`src/rtl/mgpds_pkg.sv`:
```
// ----------------------------------------------------------------------------
// mgpds_pkg
// Shared types and constants of the GOP picture duration scanner.
// ----------------------------------------------------------------------------
`default_nettype none

package mgpds_pkg;

   // Start codes, as seen in the 32-bit byte window.
   localparam logic [31:0] GOP_CODE = 32'h0000_01B8;
   localparam logic [31:0] PIC_CODE = 32'h0000_0100;

   // Field widths of the ports and the internal time arithmetic.
   localparam int RATE_W  = 7;
   localparam int START_W = 23;
   localparam int DUR_W   = 25;
   localparam int GOPPIC_W = 16;
   localparam int SECS_W  = 17;
   localparam int PROD_W  = SECS_W + RATE_W;
   localparam int PP_W    = 6;

   // Configuration register indexes.
   localparam logic CSR_FRAME_RATE = 1'b0;
   localparam logic CSR_FIRST_TIME = 1'b1;
   localparam logic [RATE_W-1:0]  FRAME_RATE_RESET = 7'd25;
   localparam logic [START_W-1:0] FIRST_TIME_RESET = 23'd0;

   // Time code constants.
   localparam int SECS_PER_HOUR = 3600;
   localparam int SECS_PER_MIN  = 60;

   // Duration limits.
   localparam int DUR_MAX = 16777215;
   localparam int DUR_MIN = -16777216;

   // Controller states.
   typedef enum logic [1:0] {
      ST_SCAN,
      ST_DECODE,
      ST_MULT,
      ST_FINISH
   } ctrl_state_type;

   // Commands from the controller to the datapath.
   typedef struct packed {
      logic scan_en;
      logic decode_en;
      logic mult_en;
      logic load_en;
   } dp_cmd_type;

endpackage

`default_nettype wire

```
`src/rtl/mpeg2_gop_picture_duration_scanner.sv`:
```
// ----------------------------------------------------------------------------
// mpeg2_gop_picture_duration_scanner
// Scans an MPEG-2 video stream and reports its duration in frames.
// ----------------------------------------------------------------------------
// The block takes one stream byte per cycle on the request channel while
// req_ready is high. The word marked last is followed by the result
// computation steps (time code decode, the frame-rate multiply, and the
// final add with saturation), during which req_ready is low. The result
// sits in an output register; scanning of the next buffer goes on while it
// waits, and only the next buffer's final step waits for it to be taken.
// Configuration is written through a plain write port; the user must write
// it only while the block idles, and the block itself does not enforce this.
`default_nettype none

module mpeg2_gop_picture_duration_scanner #(
   parameter int PICTURE_COUNT_BITS = 24
) (
   input  wire logic                                 clock,
   input  wire logic                                 reset,
   input  wire logic                                 csr_write_enable,
   input  wire logic                                 csr_index,
   input  wire logic [mgpds_pkg::START_W-1:0]        csr_write_data,
   input  wire logic                                 req_valid,
   output logic                                      req_ready,
   input  wire logic [7:0]                           req_data_byte,
   input  wire logic                                 req_last_byte,
   output logic                                      rsp_valid,
   input  wire logic                                 rsp_ready,
   output logic signed [mgpds_pkg::DUR_W-1:0]        rsp_duration_frames,
   output logic [mgpds_pkg::GOPPIC_W-1:0]            rsp_first_gop_pictures,
   output logic                                      rsp_gop_found
);

   mgpds_pkg::dp_cmd_type cmd;

   // Sequencer.
   mgpds_ctrl u_ctrl (
      .clock         (clock),
      .reset         (reset),
      .req_valid     (req_valid),
      .req_last_byte (req_last_byte),
      .req_ready     (req_ready),
      .rsp_valid     (rsp_valid),
      .rsp_ready     (rsp_ready),
      .cmd           (cmd)
   );

   // Datapath.
   mgpds_datapath #(
      .PICTURE_COUNT_BITS (PICTURE_COUNT_BITS)
   ) u_datapath (
      .clock                  (clock),
      .reset                  (reset),
      .cmd                    (cmd),
      .csr_write_enable       (csr_write_enable),
      .csr_index              (csr_index),
      .csr_write_data         (csr_write_data),
      .req_data_byte          (req_data_byte),
      .rsp_duration_frames    (rsp_duration_frames),
      .rsp_first_gop_pictures (rsp_first_gop_pictures),
      .rsp_gop_found          (rsp_gop_found)
   );

endmodule

`default_nettype wire

```
`src/rtl/mgpds_ctrl.sv`:
```
// ----------------------------------------------------------------------------
// mgpds_ctrl
// Sequencer: byte scanning, then the decode, multiply and finish steps of result computation.
// ----------------------------------------------------------------------------
`default_nettype none

module mgpds_ctrl (
   input  wire logic                   clock,
   input  wire logic                   reset,
   input  wire logic                   req_valid,
   input  wire logic                   req_last_byte,
   output logic                        req_ready,
   output logic                        rsp_valid,
   input  wire logic                   rsp_ready,
   output mgpds_pkg::dp_cmd_type       cmd
);

   mgpds_pkg::ctrl_state_type state_ff, state_in;
   logic rsp_valid_ff, rsp_valid_in;
   logic slot_free;
   logic req_accept;

   assign slot_free  = !rsp_valid_ff || rsp_ready;
   assign req_accept = req_valid && req_ready;

   // Next state.
   always_comb begin
      state_in = state_ff;
      unique case (state_ff)
         mgpds_pkg::ST_SCAN: begin
            if (req_accept && req_last_byte) state_in = mgpds_pkg::ST_DECODE;
         end
         mgpds_pkg::ST_DECODE: state_in = mgpds_pkg::ST_MULT;
         mgpds_pkg::ST_MULT:   state_in = mgpds_pkg::ST_FINISH;
         mgpds_pkg::ST_FINISH: begin
            if (slot_free) state_in = mgpds_pkg::ST_SCAN;
         end
         default: state_in = mgpds_pkg::ST_SCAN;
      endcase
   end

   // Outputs and datapath commands.
   always_comb begin
      req_ready     = 1'b0;
      cmd           = '0;
      unique case (state_ff)
         mgpds_pkg::ST_SCAN: begin
            req_ready   = 1'b1;
            cmd.scan_en = req_valid;
         end
         mgpds_pkg::ST_DECODE: cmd.decode_en = 1'b1;
         mgpds_pkg::ST_MULT:   cmd.mult_en   = 1'b1;
         mgpds_pkg::ST_FINISH: cmd.load_en   = slot_free;
         default: cmd = '0;
      endcase
   end

   // The result word is held until the sink takes it.
   always_comb begin
      rsp_valid_in = rsp_valid_ff;
      if (cmd.load_en)    rsp_valid_in = 1'b1;
      else if (rsp_ready) rsp_valid_in = 1'b0;
   end

   always_ff @(posedge clock) begin
      if (reset) begin
         state_ff     <= mgpds_pkg::ST_SCAN;
         rsp_valid_ff <= 1'b0;
      end else begin
         state_ff     <= state_in;
         rsp_valid_ff <= rsp_valid_in;
      end
   end

   assign rsp_valid = rsp_valid_ff;

   // The last word starts the computation in the next cycle.
   a_last_starts_calc: assert property (@(posedge clock) disable iff (reset)
      req_accept && req_last_byte |=> state_ff == mgpds_pkg::ST_DECODE)
      else $error("last word did not start the result computation");

   // Decode is followed by the multiply and then the finish step.
   a_calc_order: assert property (@(posedge clock) disable iff (reset)
      state_ff == mgpds_pkg::ST_DECODE |=> state_ff == mgpds_pkg::ST_MULT ##1
      state_ff == mgpds_pkg::ST_FINISH)
      else $error("result computation steps out of order");

   // A new result never overwrites one that has not been taken.
   a_no_overwrite: assert property (@(posedge clock) disable iff (reset)
      cmd.load_en |-> !rsp_valid_ff || rsp_ready)
      else $error("result word overwritten before delivery");

   // A loaded result is offered in the next cycle.
   a_load_valid: assert property (@(posedge clock) disable iff (reset)
      cmd.load_en |=> rsp_valid_ff)
      else $error("loaded result not offered");

endmodule

`default_nettype wire

```
`src/rtl/mgpds_datapath.sv`:
```
// ----------------------------------------------------------------------------
// mgpds_datapath
// Start code window, time code capture, picture counters, duration math.
// ----------------------------------------------------------------------------
`default_nettype none

module mgpds_datapath #(
   parameter int PICTURE_COUNT_BITS = 24
) (
   input  wire logic                                    clock,
   input  wire logic                                    reset,
   input  wire mgpds_pkg::dp_cmd_type                   cmd,
   input  wire logic                                    csr_write_enable,
   input  wire logic                                    csr_index,
   input  wire logic [mgpds_pkg::START_W-1:0]           csr_write_data,
   input  wire logic [7:0]                              req_data_byte,
   output logic signed [mgpds_pkg::DUR_W-1:0]           rsp_duration_frames,
   output logic [mgpds_pkg::GOPPIC_W-1:0]               rsp_first_gop_pictures,
   output logic                                         rsp_gop_found
);

   localparam int PCB   = PICTURE_COUNT_BITS;
   localparam int SUM_W = ((PCB > mgpds_pkg::PROD_W) ? PCB : mgpds_pkg::PROD_W) + 3;
   localparam logic signed [SUM_W-1:0] SUM_DUR_MAX = SUM_W'(mgpds_pkg::DUR_MAX);
   localparam logic signed [SUM_W-1:0] SUM_DUR_MIN = SUM_W'(mgpds_pkg::DUR_MIN);

   // Configuration registers.
   logic [mgpds_pkg::RATE_W-1:0]  frame_rate_ff;
   logic [mgpds_pkg::START_W-1:0] first_time_ff;

   always_ff @(posedge clock) begin
      if (reset) begin
         frame_rate_ff <= mgpds_pkg::FRAME_RATE_RESET;
         first_time_ff <= mgpds_pkg::FIRST_TIME_RESET;
      end else if (csr_write_enable) begin
         unique case (csr_index)
            mgpds_pkg::CSR_FRAME_RATE:
               frame_rate_ff <= csr_write_data[mgpds_pkg::RATE_W-1:0];
            mgpds_pkg::CSR_FIRST_TIME: first_time_ff <= csr_write_data;
            default: ;
         endcase
      end
   end

   // Scan state.
   logic [31:0]                    window_ff, window_in;
   logic [1:0]                     gop_count_ff, gop_count_in;
   logic [2:0]                     cap_left_ff, cap_left_in;
   logic [31:0]                    tc_ff, tc_in;
   logic [mgpds_pkg::GOPPIC_W-1:0] gop_pics_ff, gop_pics_in;
   logic [PCB-1:0]                 pics_ff, pics_in;

   // One stream word: shift the window, capture, then count start codes.
   always_comb begin
      window_in    = {window_ff[23:0], req_data_byte};
      gop_count_in = gop_count_ff;
      cap_left_in  = cap_left_ff;
      tc_in        = tc_ff;
      gop_pics_in  = gop_pics_ff;
      pics_in      = pics_ff;
      if (cap_left_ff != 3'd0) begin
         tc_in       = {tc_ff[23:0], req_data_byte};
         cap_left_in = cap_left_ff - 3'd1;
      end
      if (window_in == mgpds_pkg::GOP_CODE) begin
         if (gop_count_ff != 2'd2) gop_count_in = gop_count_ff + 2'd1;
         // Only the first GOP opens a time code capture.
         if (gop_count_ff == 2'd0) begin
            cap_left_in = 3'd4;
            tc_in       = '0;
         end
      end else if (window_in == mgpds_pkg::PIC_CODE && gop_count_ff != 2'd0) begin
         if (gop_count_ff == 2'd1 && gop_pics_ff != '1) gop_pics_in = gop_pics_ff + 1'b1;
         if (pics_ff != '1) pics_in = pics_ff + 1'b1;
      end
   end

   always_ff @(posedge clock) begin
      if (reset || cmd.load_en) begin
         window_ff    <= '1;
         gop_count_ff <= '0;
         cap_left_ff  <= '0;
         tc_ff        <= '0;
         gop_pics_ff  <= '0;
         pics_ff      <= '0;
      end else if (cmd.scan_en) begin
         window_ff    <= window_in;
         gop_count_ff <= gop_count_in;
         cap_left_ff  <= cap_left_in;
         tc_ff        <= tc_in;
         gop_pics_ff  <= gop_pics_in;
         pics_ff      <= pics_in;
      end
   end

   // Decode step: bytes still missing from the capture count as zero.
   logic [31:0]                   tc_full;
   logic [4:0]                    hh;
   logic [5:0]                    mm, ss;
   logic [mgpds_pkg::SECS_W-1:0]  secs_in, secs_ff;
   logic [mgpds_pkg::PP_W-1:0]    pp_in, pp_ff;

   always_comb begin
      unique case (cap_left_ff)
         3'd0:    tc_full = tc_ff;
         3'd1:    tc_full = {tc_ff[23:0], 8'd0};
         3'd2:    tc_full = {tc_ff[15:0], 16'd0};
         3'd3:    tc_full = {tc_ff[7:0], 24'd0};
         default: tc_full = '0;
      endcase
      hh      = tc_full[30:26];
      mm      = {tc_full[25:24], tc_full[23:20]};
      ss      = {tc_full[18:16], tc_full[15:13]};
      pp_in   = {tc_full[12:8], tc_full[7]};
      secs_in = mgpds_pkg::SECS_W'(hh * mgpds_pkg::SECS_PER_HOUR)
              + mgpds_pkg::SECS_W'(mm * mgpds_pkg::SECS_PER_MIN)
              + mgpds_pkg::SECS_W'(ss);
   end

   // Multiply step and its result register.
   logic [mgpds_pkg::PROD_W-1:0] prod_ff;

   always_ff @(posedge clock) begin
      if (cmd.decode_en) begin
         secs_ff <= secs_in;
         pp_ff   <= pp_in;
      end
      if (cmd.mult_en) prod_ff <= secs_ff * frame_rate_ff;
   end

   // Finish step: end time minus start time, saturated to the port range; zero when no GOP was found.
   logic signed [SUM_W-1:0]             dur_sum;
   logic signed [mgpds_pkg::DUR_W-1:0]  dur_sat;

   always_comb begin
      dur_sum = $signed({{(SUM_W-mgpds_pkg::PROD_W){1'b0}}, prod_ff})
              + $signed({{(SUM_W-mgpds_pkg::PP_W){1'b0}}, pp_ff})
              + $signed({{(SUM_W-PCB){1'b0}}, pics_ff})
              - $signed({{(SUM_W-mgpds_pkg::START_W){1'b0}}, first_time_ff});
      priority if (gop_count_ff == 2'd0) dur_sat = '0;
      else if (dur_sum > SUM_DUR_MAX)   dur_sat = mgpds_pkg::DUR_W'(mgpds_pkg::DUR_MAX);
      else if (dur_sum < SUM_DUR_MIN)   dur_sat = mgpds_pkg::DUR_W'(mgpds_pkg::DUR_MIN);
      else                              dur_sat = dur_sum[mgpds_pkg::DUR_W-1:0];
   end

   // Result word register.
   always_ff @(posedge clock) begin
      if (cmd.load_en) begin
         rsp_duration_frames    <= dur_sat;
         rsp_first_gop_pictures <= (gop_count_ff == 2'd0) ? '0 : gop_pics_ff;
         rsp_gop_found          <= (gop_count_ff != 2'd0);
      end
   end

endmodule

`default_nettype wire
```
`config.mk`:
```
export PLATFORM = sky130hd
export DESIGN_NAME = mpeg2_gop_picture_duration_scanner
export DESIGN_NICKNAME = d
export VERILOG_FILES = /design/src/rtl/mgpds_pkg.sv /design/src/rtl/mpeg2_gop_picture_duration_scanner.sv /design/src/rtl/mgpds_ctrl.sv /design/src/rtl/mgpds_datapath.sv
export SDC_FILE = /design/constraint.sdc
export NUM_CORES = 1
export LEC_CHECK = 0
export ABC_CLOCK_PERIOD_IN_PS = 7200
export BUFFER_PORTS_ARGS = -buffer_cell sky130_fd_sc_hd__buf_2
export CAP_MARGIN = 40
export CORE_UTILIZATION = 45
export DETAILED_ROUTE_END_ITERATION = 7
export GPL_ROUTABILITY_DRIVEN = 0
export MAX_ROUTING_LAYER = met4
export PLACE_DENSITY = 0.59
export SKIP_CTS_REPAIR_TIMING = 1
export SLEW_MARGIN = 15
export SYNTH_ARGS = -nofsm -noshare
export SYNTH_HDL_FRONTEND = slang
export SYNTH_SLANG_ARGS = --single-unit
export TNS_END_PERCENT = 5
```
`constraint.sdc`:
```
create_clock -name clock -period 7.2 [get_ports clock]
set_input_delay 0 -clock clock [delete_from_list [all_inputs] [get_ports clock]]
set_output_delay 0 -clock clock [all_outputs]
set_load 0.005 [all_outputs]
```
==> impl_metrics.env, run 1 <==
export IMPL_switchingPower_mw=2.53
export IMPL_cts_sinks=222
export IMPL_synth_nets=2027
export IMPL_clk_latency_ns=0.54
export IMPL_relSlewSlack_pct=43.7
export IMPL_cp_start_kind="flop"
export IMPL_initial_core_util_pct=45.6
export IMPL_portBuffers=81
export IMPL_design_die_area_um2=36600
export IMPL_setup_violations=0
export IMPL_ys_flop_type="dfxtp_1"
export IMPL_cts_root_buf="clkbuf_16"
export IMPL_p_seq_share_pct=27.4
export IMPL_syn_inst=1737
export IMPL_rows=69
export IMPL_drive_gt1_share_pct=8.85
export IMPL_grt_pass1_vias=11500
export IMPL_grt_pass1_wl_mm=57.6
export IMPL_finClkSkew_ns=0.0154
export IMPL_drv_cap=0
export IMPL_finalSetupTns_ns=0
export IMPL_crit_arrival_ns=6.08
export IMPL_cts_tree="yes"
export IMPL_power_density_nw_per_um2=349
export IMPL_antenna_found_initial=0
export IMPL_die_w_um=191
export IMPL_peakVddDrop_uv=223
export IMPL_hold_depth=2
export IMPL_fp_coreArea_um2=35400
export IMPL_die_y_um=191
export IMPL_holdWs_ns=0.0336
export IMPL_worstMarginPinSlew_ns=0.842
export IMPL_final_setup_worst_slack_ns=1.38
export IMPL_rsz0062_at_grt="false"
export IMPL_cts_buffer_depth=3
export IMPL_diodes=0
export IMPL_synth_top_area_cell="edfxtp_1"
export IMPL_placed_cell_area_um2=17100
export IMPL_area_growth_pct=13.1
export IMPL_post_drt_via_cell_ratio=5.20
export IMPL_clkSlewWorstSetupHoldPaths_ns=0.06
export IMPL_min_period_ns=5.82
export IMPL_clock_power_share_pct=20.0
export IMPL_ios=82
export IMPL_hold_violations=0
export IMPL_dp_cells=2234
export IMPL_async_flop_share_pct=0
export IMPL_grt_max_degree=45
export IMPL_reg2reg_depth=21
export IMPL_drc=0
export IMPL_ys_ff_latch=222
export IMPL_ys_warn_count=0
export IMPL_drt_iter0_drc=577
export IMPL_final_max_slew_viol_count=0
export IMPL_seq_area_frac_synth_pct=33.0
export IMPL_synth_cell_types=73
export IMPL_overflow=0
export IMPL_via_count=12000
export IMPL_firstDrtPassIters=5
export IMPL_finalCritPeriodShare_pct=80.9
export IMPL_synth_area_leaders="edfxtp_1, dfxtp_1, fa_1"
export IMPL_grt_total_usage_pct=20.0
export IMPL_fin_cells=2315
export IMPL_netSwitchingFraction_pct=39.8
export IMPL_fin_util_pct=51.6
export IMPL_hold_path_class="primary input to flop"
export IMPL_ant_nets=0
export IMPL_htree_levels=1
export IMPL_dpl_worst_slack_ns=1.15
export IMPL_path_max_fanout=18
export IMPL_combPwrFrac_pct=52.6
export IMPL_nNetsFinal=2126
export IMPL_crit_required_ns=7.46
export IMPL_status="finished, final reports clean"
export IMPL_drt_wl_total_mm=35.2
export IMPL_fillers=3308
export IMPL_syn_area_per_cell_um2=9.29
export IMPL_fin_total_pwr_mw=6.37
export IMPL_syn_area_um2=16100
export IMPL_final_area_um2=18300
export IMPL_routedWlPerCell_um=15.2
export IMPL_yosysTopAreaCellShare_pct=16.6
export IMPL_fmax_ghz=0.172
export IMPL_hpwl_mm=27.0
export IMPL_leakagePower_nw=8.12
export IMPL_setup_worst_path_class="flop to flop"
export IMPL_numCtsBuffers=25
export IMPL_synth_edf_count=89
export IMPL_crit_path_end_kind="flop"
export IMPL_intPower_mw=3.83
## cells in the mapped netlist, types with 37 or more instances
cell,instances
nand2_1,299
inv_1,171
ha_1,139
dfxtp_1,133
a21oi_1,119
fa_1,113
nor2_1,91
edfxtp_1,89
xnor2_1,78
nand3_1,59
clkbuf_1,51
a21o_1,46
xor2_1,38
and2_1,37
## cells by family (layout without fill, tap and decap cells)
logic type,after synthesis,count (layout),synth area share [%]
AND/OR/NAND/NOR,614,614,17.8
AO/OA/AOI/OAI,294,294,12.0
adder cells (fa/ha/maj),252,252,24.8
buffers and inverters,231,348,5.51
flip-flops,222,222,33.0
XOR/XNOR,117,117,6.39
multiplexers,7,7,0.434
## power by group through the flow
stage	Sequential [mW]	Combinational (mW)	Clock [mW]
after floorplan	1.71	2.67	0
after CTS	1.74	3.35	1.31
after global routing	1.76	3.80	1.35
final	1.74	3.35	1.27
after detailed placement	1.77	3.32	0
after global placement	1.77	3.27	0
## routing by layer
layer | global-route usage, % | up-vias | wire, um
li1 | - | 6002 | -
met1 | 26.5 | 5748 | 16800
met2 | 31.8 | 227 | 16000
met3 | 2.15 | 67 | 1270
met4 | 6.59 | 0 | 1090
met5 | - | - | 0
## worst max-delay path, cell delays in order, from the launching register on
cell and delay (ns):
dfxtp_1 0.39, inv_1 0.10, ha_1 0.32, nor2b_1 0.17, buf_4 0.21, a22oi_1 0.21
nand2_1 0.17, fa_1 0.55, inv_1 0.05, fa_1 0.51, fa_1 0.44, fa_1 0.52
inv_1 0.04, ha_1 0.33, a21oi_1 0.21, o21bai_1 0.09, a21oi_1 0.24, o21bai_1 0.12
a211oi_1 0.31, nor2_1 0.08, o311ai_0 0.37, xnor2_1 0.11
## flip-flops by register name, indices dropped and copies added, names as in the netlist, 6 cells and up
signal / count
u_datapath.first_time_ff: 23
u_datapath.pp_ff: 6
u_datapath.prod_ff: 24
u_datapath.window_ff: 24
u_datapath.gop_pics_ff: 16
u_datapath.secs_ff: 17
u_datapath.pics_ff: 24
u_datapath.rsp_first_gop_pictures: 16
u_datapath.tc_ff: 31
u_datapath.frame_rate_ff: 7
u_datapath.rsp_duration_frames: 25
## cells in the final DEF, fill, tap and decap left out, types with 11 or more instances in the layout
cell type / count
nand2_1: 299
inv_1: 171
ha_1: 139
dfxtp_1: 133
a21oi_1: 119
fa_1: 113
nor2_1: 90
edfxtp_1: 89
buf_2: 81
xnor2_1: 78
nand3_1: 59
a21o_1: 46
xor2_1: 38
and2_1: 37
dlygate4sd3_1: 34
nor2b_1: 32
o21ai_0: 29
clkbuf_16: 27
a22oi_1: 19
and3_1: 14
nand4_1: 13
nor4_1: 13
o21bai_1: 12
nor3_1: 12
nand2b_1: 11
## path summary, 6_finish.rpt
kind / startpoint / end / slack, ns
worst max-delay path: u_datapath.cap_left_ff[0] / u_datapath.secs_ff[16] / 1.38
worst min-delay path: reset / u_ctrl.state_ff[1] / 0.03
worst max register to register: u_datapath.cap_left_ff[0] / u_datapath.secs_ff[16] / 1.38
worst min register to register: u_datapath.first_time_ff[4] / u_datapath.first_time_ff[4] / 0.46
## layout make-up
type                            instances  area (um^2)  area share, %
Timing Repair Buffer                  132          951           5.21
Inverter                              171          642           3.51
Clock buffer                           41          808           4.43
Clock inverter                          4         21.3          0.116
Multi-Input combinational cell       1284         9930           54.4
Sequential cell                       222         5340           29.2
Tap cell                              461          577           3.16
No activity file was read; power rests on OpenSTA's default activity.
==> run 2: changes to the inputs <==
--- a/config.mk
+++ b/config.mk
@@ -5,7 +5,7 @@
 export SDC_FILE = /design/constraint.sdc
 export NUM_CORES = 1
 export LEC_CHECK = 0
-export ABC_CLOCK_PERIOD_IN_PS = 7200
+export ABC_CLOCK_PERIOD_IN_PS = 5400
 export BUFFER_PORTS_ARGS = -buffer_cell sky130_fd_sc_hd__buf_2
 export CAP_MARGIN = 40
 export CORE_UTILIZATION = 45
==> constraint.sdc (replaced) <==
create_clock -name clock -period 5.4 [get_ports clock]
set_input_delay 0 -clock clock [delete_from_list [all_inputs] [get_ports clock]]
set_output_delay 0 -clock clock [all_outputs]
set_load 0.005 [all_outputs]
==> impl_metrics.env, run 2 (same netlist as run 1, synthesis figures left out) <==
export IMPL_slowest_delay_ns=0.55
export IMPL_finalCritPeriodShare_pct=95.7
export IMPL_antenna_found_initial=0
export IMPL_finClkSkew_ns=0.0394
export IMPL_overflow=0
export IMPL_initial_core_util_pct=45.6
export IMPL_firstDrtPassIters=5
export IMPL_path_max_fanout=7
export IMPL_leakagePower_nw=8.49
export IMPL_cts_root_buf="clkbuf_16"
export IMPL_ant_nets=0
export IMPL_routedWlPerCell_um=14.8
export IMPL_holdWs_ns=0.00200
export IMPL_cp_top_family="adder cells"
export IMPL_final_setup_worst_slack_ns=0.231
export IMPL_critPathSlowestCell="fa_1"
export IMPL_cp_start_kind="flop"
export IMPL_worstMarginPinSlew_ns=0.841
export IMPL_path_cells="nand2_1 > fa_1 > inv_1 > fa_1 > fa_1 > fa_1 > ha_1 > a2111oi_0 > o21ai_0 > nand2_2 > o211a_1 > o41ai_1 > buf_4 > a211oi_1 > o21bai_1 > a21oi_1 > xnor2_1"
export IMPL_final_cell_mix="nand2_1, inv_1, ha_1"
export IMPL_via_count=12200
export IMPL_combPwrFrac_pct=53.4
export IMPL_drive_gt1_share_pct=14.1
export IMPL_portBuffers=81
export IMPL_die_y_um=191
export IMPL_drc=0
export IMPL_post_drt_via_cell_ratio=5.12
export IMPL_switchingPower_mw=3.50
export IMPL_clock_power_share_pct=21.0
export IMPL_p_seq_share_pct=25.6
export IMPL_clk_latency_ns=0.55
export IMPL_drt_wl_total_mm=35.3
export IMPL_cpMostUsedCell="fa_1"
export IMPL_drt_iter0_drc=495
export IMPL_min_period_ns=5.17
export IMPL_final_area_um2=19000
export IMPL_fmax_ghz=0.193
export IMPL_rsz0062_at_grt="true"
export IMPL_dpl_worst_slack_ns=0.0618
export IMPL_top_register="u_datapath.tc_ff"
export IMPL_numCtsBuffers=26
export IMPL_hold_depth=2
export IMPL_drv_cap=0
export IMPL_crit_arrival_ns=5.42
export IMPL_die_w_um=191
export IMPL_hold_violations=0
export IMPL_placed_cell_area_um2=17500
export IMPL_crit_path_end_kind="flop"
export IMPL_ios=82
export IMPL_rows=69
export IMPL_diodes=0
export IMPL_crit_required_ns=5.66
export IMPL_hold_path_class="primary input to flop"
export IMPL_path_buf_inv=2
export IMPL_relSlewSlack_pct=43.8
export IMPL_setup_violations=0
export IMPL_clkSlewWorstSetupHoldPaths_ns=0.06
export IMPL_design_die_area_um2=36600
export IMPL_cts_tree="yes"
export IMPL_final_common_cell="nand2_1"
export IMPL_hpwl_mm=27.5
export IMPL_setup_worst_path_class="flop to flop"
export IMPL_grt_pass1_wl_mm=57.4
export IMPL_intPower_mw=5.54
export IMPL_final_max_slew_viol_count=0
export IMPL_cp_depth=17
export IMPL_cts_buffer_depth=3
export IMPL_htree_levels=1
export IMPL_fp_coreArea_um2=35400
export IMPL_netSwitchingFraction_pct=38.7
export IMPL_grt_total_usage_pct=19.7
export IMPL_power_density_nw_per_um2=475
export IMPL_cts_sinks=222
export IMPL_grt_pass1_vias=11600
export IMPL_largest_reg_flops=31
export IMPL_peakVddDrop_uv=275
export IMPL_nNetsFinal=2187
export IMPL_area_growth_pct=17.7
export IMPL_status="finished, final reports clean"
export IMPL_reg2reg_depth=17
export IMPL_grt_max_degree=45
export IMPL_top_regs="u_datapath.tc_ff x31, u_datapath.rsp_duration_frames x25"
==> run 2: cell count changes in the layout (fill, tap and decap cells not counted), moves of 3 or more <==
| cell | before | now |
|---|---|---|
| ha_1 | 139 | 135 |
| a21oi_2 | 1 | 11 |
| buf_4 | 8 | 66 |
| dfxtp_2 | 0 | 7 |
| nor2b_2 | 0 | 3 |
| a21oi_1 | 119 | 109 |
| bufinv_16 | 0 | 4 |
| dfxtp_1 | 133 | 125 |
| o21ai_0 | 29 | 26 |
| o21ai_2 | 1 | 5 |
| nor2b_1 | 32 | 29 |
==> run 2: final timing paths <==
check / startpoint / to / slack [ns]
max reg2reg: u_datapath.secs_ff[5] / u_datapath.prod_ff[23] / 0.23
min: reset / u_ctrl.rsp_valid / 0.002
min reg2reg: u_datapath.tc_ff[24] / u_datapath.tc_ff[24] / 0.45
max: u_datapath.secs_ff[5] / u_datapath.prod_ff[23] / 0.23
==> run 2: routing by layer <==
layer	share of wire (%)	vias to the layer above	wire length (um)	global-route usage [%]
li1	-	6130	-	-
met1	47	5812	16700	26.3
met2	47	185	16700	32.1
met3	3.5	50	1220	2.18
met4	1.9	0	675	4.49
met5	0	-	0	-
==> run 2: power by group through the flow <==
| stage | clock [mW] | combinational [mW] | sequential (mW) |
|---|---|---|---|
| after floorplan | 0 | 3.56 | 2.28 |
| after global placement | 0 | 4.61 | 2.35 |
| after detailed placement | 0 | 4.67 | 2.35 |
| after CTS | 1.94 | 4.72 | 2.32 |
| after global routing | 2.02 | 5.41 | 2.34 |
| final | 1.90 | 4.82 | 2.31 |
==> run 2: through the flow <==
stage          TNS [ns]  std cells  power [mW]  util [%]
6_report              0       2378        9.03      53.7
5_1_grt         -0.0450       2378        9.77      53.7
4_1_cts               0       2331        8.98      52.0
3_5_place_dp          0       2283        7.02      49.3
3_3_place_gp      -3.08       2275        6.96      49.0
2_1_floorplan         0       1737        5.84         -
==> run 2: worst reg2reg max path: stages, from the launching register on <==
cell and delay (ns):
edfxtp_1 0.51, nand2_1 0.13, fa_1 0.55, inv_1 0.05
fa_1 0.46, fa_1 0.51, fa_1 0.49, ha_1 0.36
a2111oi_0 0.42, o21ai_0 0.19, nand2_2 0.13, o211a_1 0.19
o41ai_1 0.09, buf_4 0.15, a211oi_1 0.25, o21bai_1 0.10
a21oi_1 0.18, xnor2_1 0.11
==> run 2: cell type report <==
class / instances / area, um^2
multi-input combinational: 1284 / 10100
sequential: 222 / 5350
tap: 461 / 577
timing repair buffer: 192 / 1400
inverter: 171 / 642
clock inverter: 10 / 163
fill: 3254 / 16400
clock buffer: 38 / 787
==> run 3: changes to the inputs <==
--- a/config.mk
+++ b/config.mk
@@ -12,7 +12,7 @@
 export DETAILED_ROUTE_END_ITERATION = 7
 export GPL_ROUTABILITY_DRIVEN = 0
 export MAX_ROUTING_LAYER = met4
-export PLACE_DENSITY = 0.59
+export PLACE_DENSITY = 0.61
 export SKIP_CTS_REPAIR_TIMING = 1
 export SLEW_MARGIN = 15
 export SYNTH_ARGS = -nofsm -noshare
==> impl_metrics.env, run 3 (same netlist as run 1, synthesis figures left out) <==
export IMPL_status="finished, final reports clean"
export IMPL_grt_max_degree=45
export IMPL_worstMarginPinSlew_ns=0.826
export IMPL_via_count=12200
export IMPL_fin_util_pct=53.2
export IMPL_numCtsBuffers=26
export IMPL_drv_cap=0
export IMPL_drt_iter0_drc=537
export IMPL_largest_reg_flops=31
export IMPL_portBuffers=81
export IMPL_routedWlPerCell_um=14.6
export IMPL_holdWs_ns=0.0326
export IMPL_hold_path_class="primary input to flop"
export IMPL_nNetsFinal=2184
export IMPL_min_period_ns=5.13
export IMPL_crit_path_end_kind="flop"
export IMPL_peakVddDrop_uv=298
export IMPL_final_max_slew_viol_count=0
export IMPL_crit_arrival_ns=5.39
export IMPL_design_die_area_um2=36600
export IMPL_rsz0062_at_grt="true"
export IMPL_cts_sinks=222
export IMPL_die_w_um=191
export IMPL_htree_levels=1
export IMPL_finalSetupTns_ns=0
export IMPL_drc=0
export IMPL_drt_wl_total_mm=34.7
export IMPL_grt_pass1_wl_mm=56.7
export IMPL_rows=69
export IMPL_setup_violations=0
export IMPL_top_register="u_datapath.tc_ff"
export IMPL_cts_tree="yes"
export IMPL_crit_required_ns=5.66
export IMPL_fmax_ghz=0.195
export IMPL_cp_start_kind="flop"
export IMPL_path_max_fanout=7
export IMPL_setup_worst_path_class="flop to flop"
export IMPL_firstDrtPassIters=5
export IMPL_clk_latency_ns=0.54
export IMPL_fillers=3280
export IMPL_power_density_nw_per_um2=463
export IMPL_initial_core_util_pct=45.6
export IMPL_relSlewSlack_pct=44.8
export IMPL_seq_area_um2=5340
export IMPL_finClkSkew_ns=0.0317
export IMPL_final_common_cell="nand2_1"
export IMPL_grt_total_usage_pct=19.5
export IMPL_fp_coreArea_um2=35400
export IMPL_fin_cells=2374
export IMPL_ant_nets=0
export IMPL_clkSlewWorstSetupHoldPaths_ns=0.06
export IMPL_antenna_found_initial=0
export IMPL_leakagePower_nw=8.42
export IMPL_ios=82
export IMPL_grt_pass1_vias=11600
export IMPL_die_y_um=191
export IMPL_dp_cells=2284
export IMPL_post_drt_via_cell_ratio=5.12
export IMPL_drive_gt1_share_pct=13.1
export IMPL_top_regs="u_datapath.tc_ff x31, u_datapath.rsp_duration_frames x25"
export IMPL_hpwl_mm=27.0
export IMPL_area_growth_pct=16.6
export IMPL_overflow=0
export IMPL_cts_root_buf="clkbuf_16"
export IMPL_finalCritPeriodShare_pct=95.0
export IMPL_hold_violations=0
export IMPL_cts_buffer_depth=3
export IMPL_diodes=0
export IMPL_final_cell_mix="nand2_1, inv_1, ha_1"
export IMPL_multi_input_area_um2=10000
## run 3: worst max-delay path: stages, from the launching register on
cell and delay (ns):
edfxtp_1 0.50, and2_1 0.23, fa_1 0.50, inv_1 0.05, fa_1 0.46, fa_1 0.55, inv_1 0.06, fa_1 0.47
ha_1 0.36, a2111oi_1 0.39, a21oi_1 0.07, nand2_1 0.15, o211a_1 0.19, o41ai_1 0.08, buf_4 0.15, a211oi_1 0.25
o21bai_1 0.11, a21oi_1 0.17, xnor2_1 0.11
## run 3: per-stage QoR
stage,setup WS [ns],cell area [um^2],power [mW]
after floorplan,0.00791,16200,5.84
after global placement,-0.156,17300,6.91
after detailed placement,-0.00624,17500,6.97
after CTS,-0.0373,18300,8.73
after global routing,-0.0432,18800,9.50
final,0.268,18800,8.71
## run 3: report_power, final
part,switching [mW],internal (mW),leakage (nW)
logic,2.52,2.17,6.08
clock network,0.677,1.02,0.412
registers,0.194,2.12,1.92
total,3.39,5.31,8.42
## run 3: path summary, 6_finish.rpt
check                              from                     end  slack, ns  cells past startpoint
hold reg to reg    u_datapath.tc_ff[24]    u_datapath.tc_ff[24]       0.45                      2
setup reg to reg  u_datapath.secs_ff[4]  u_datapath.prod_ff[23]       0.27                     18
setup / recovery  u_datapath.secs_ff[4]  u_datapath.prod_ff[23]       0.27                     18
hold / removal                    reset        u_ctrl.rsp_valid       0.03                      2
## run 3: layer usage
layer | track usage, % | vias up | part of all wire (%)
met5 | - | - | 0
met4 | 3.75 | 0 | 1.5
met3 | 2.35 | 35 | 3.9
met2 | 32.4 | 180 | 48
met1 | 25.7 | 5811 | 47
li1 | - | 6138 | -
## run 3: cell type report
| type | instances | area share, % |
|---|---|---|
| Multi-Input combinational cell | 1284 | 53.4 |
| Sequential cell | 222 | 28.4 |
| Timing Repair Buffer | 189 | 7.33 |
| Clock buffer | 37 | 3.84 |
| Inverter | 171 | 3.41 |
| Tap cell | 461 | 3.06 |
| Clock inverter | 10 | 0.605 |
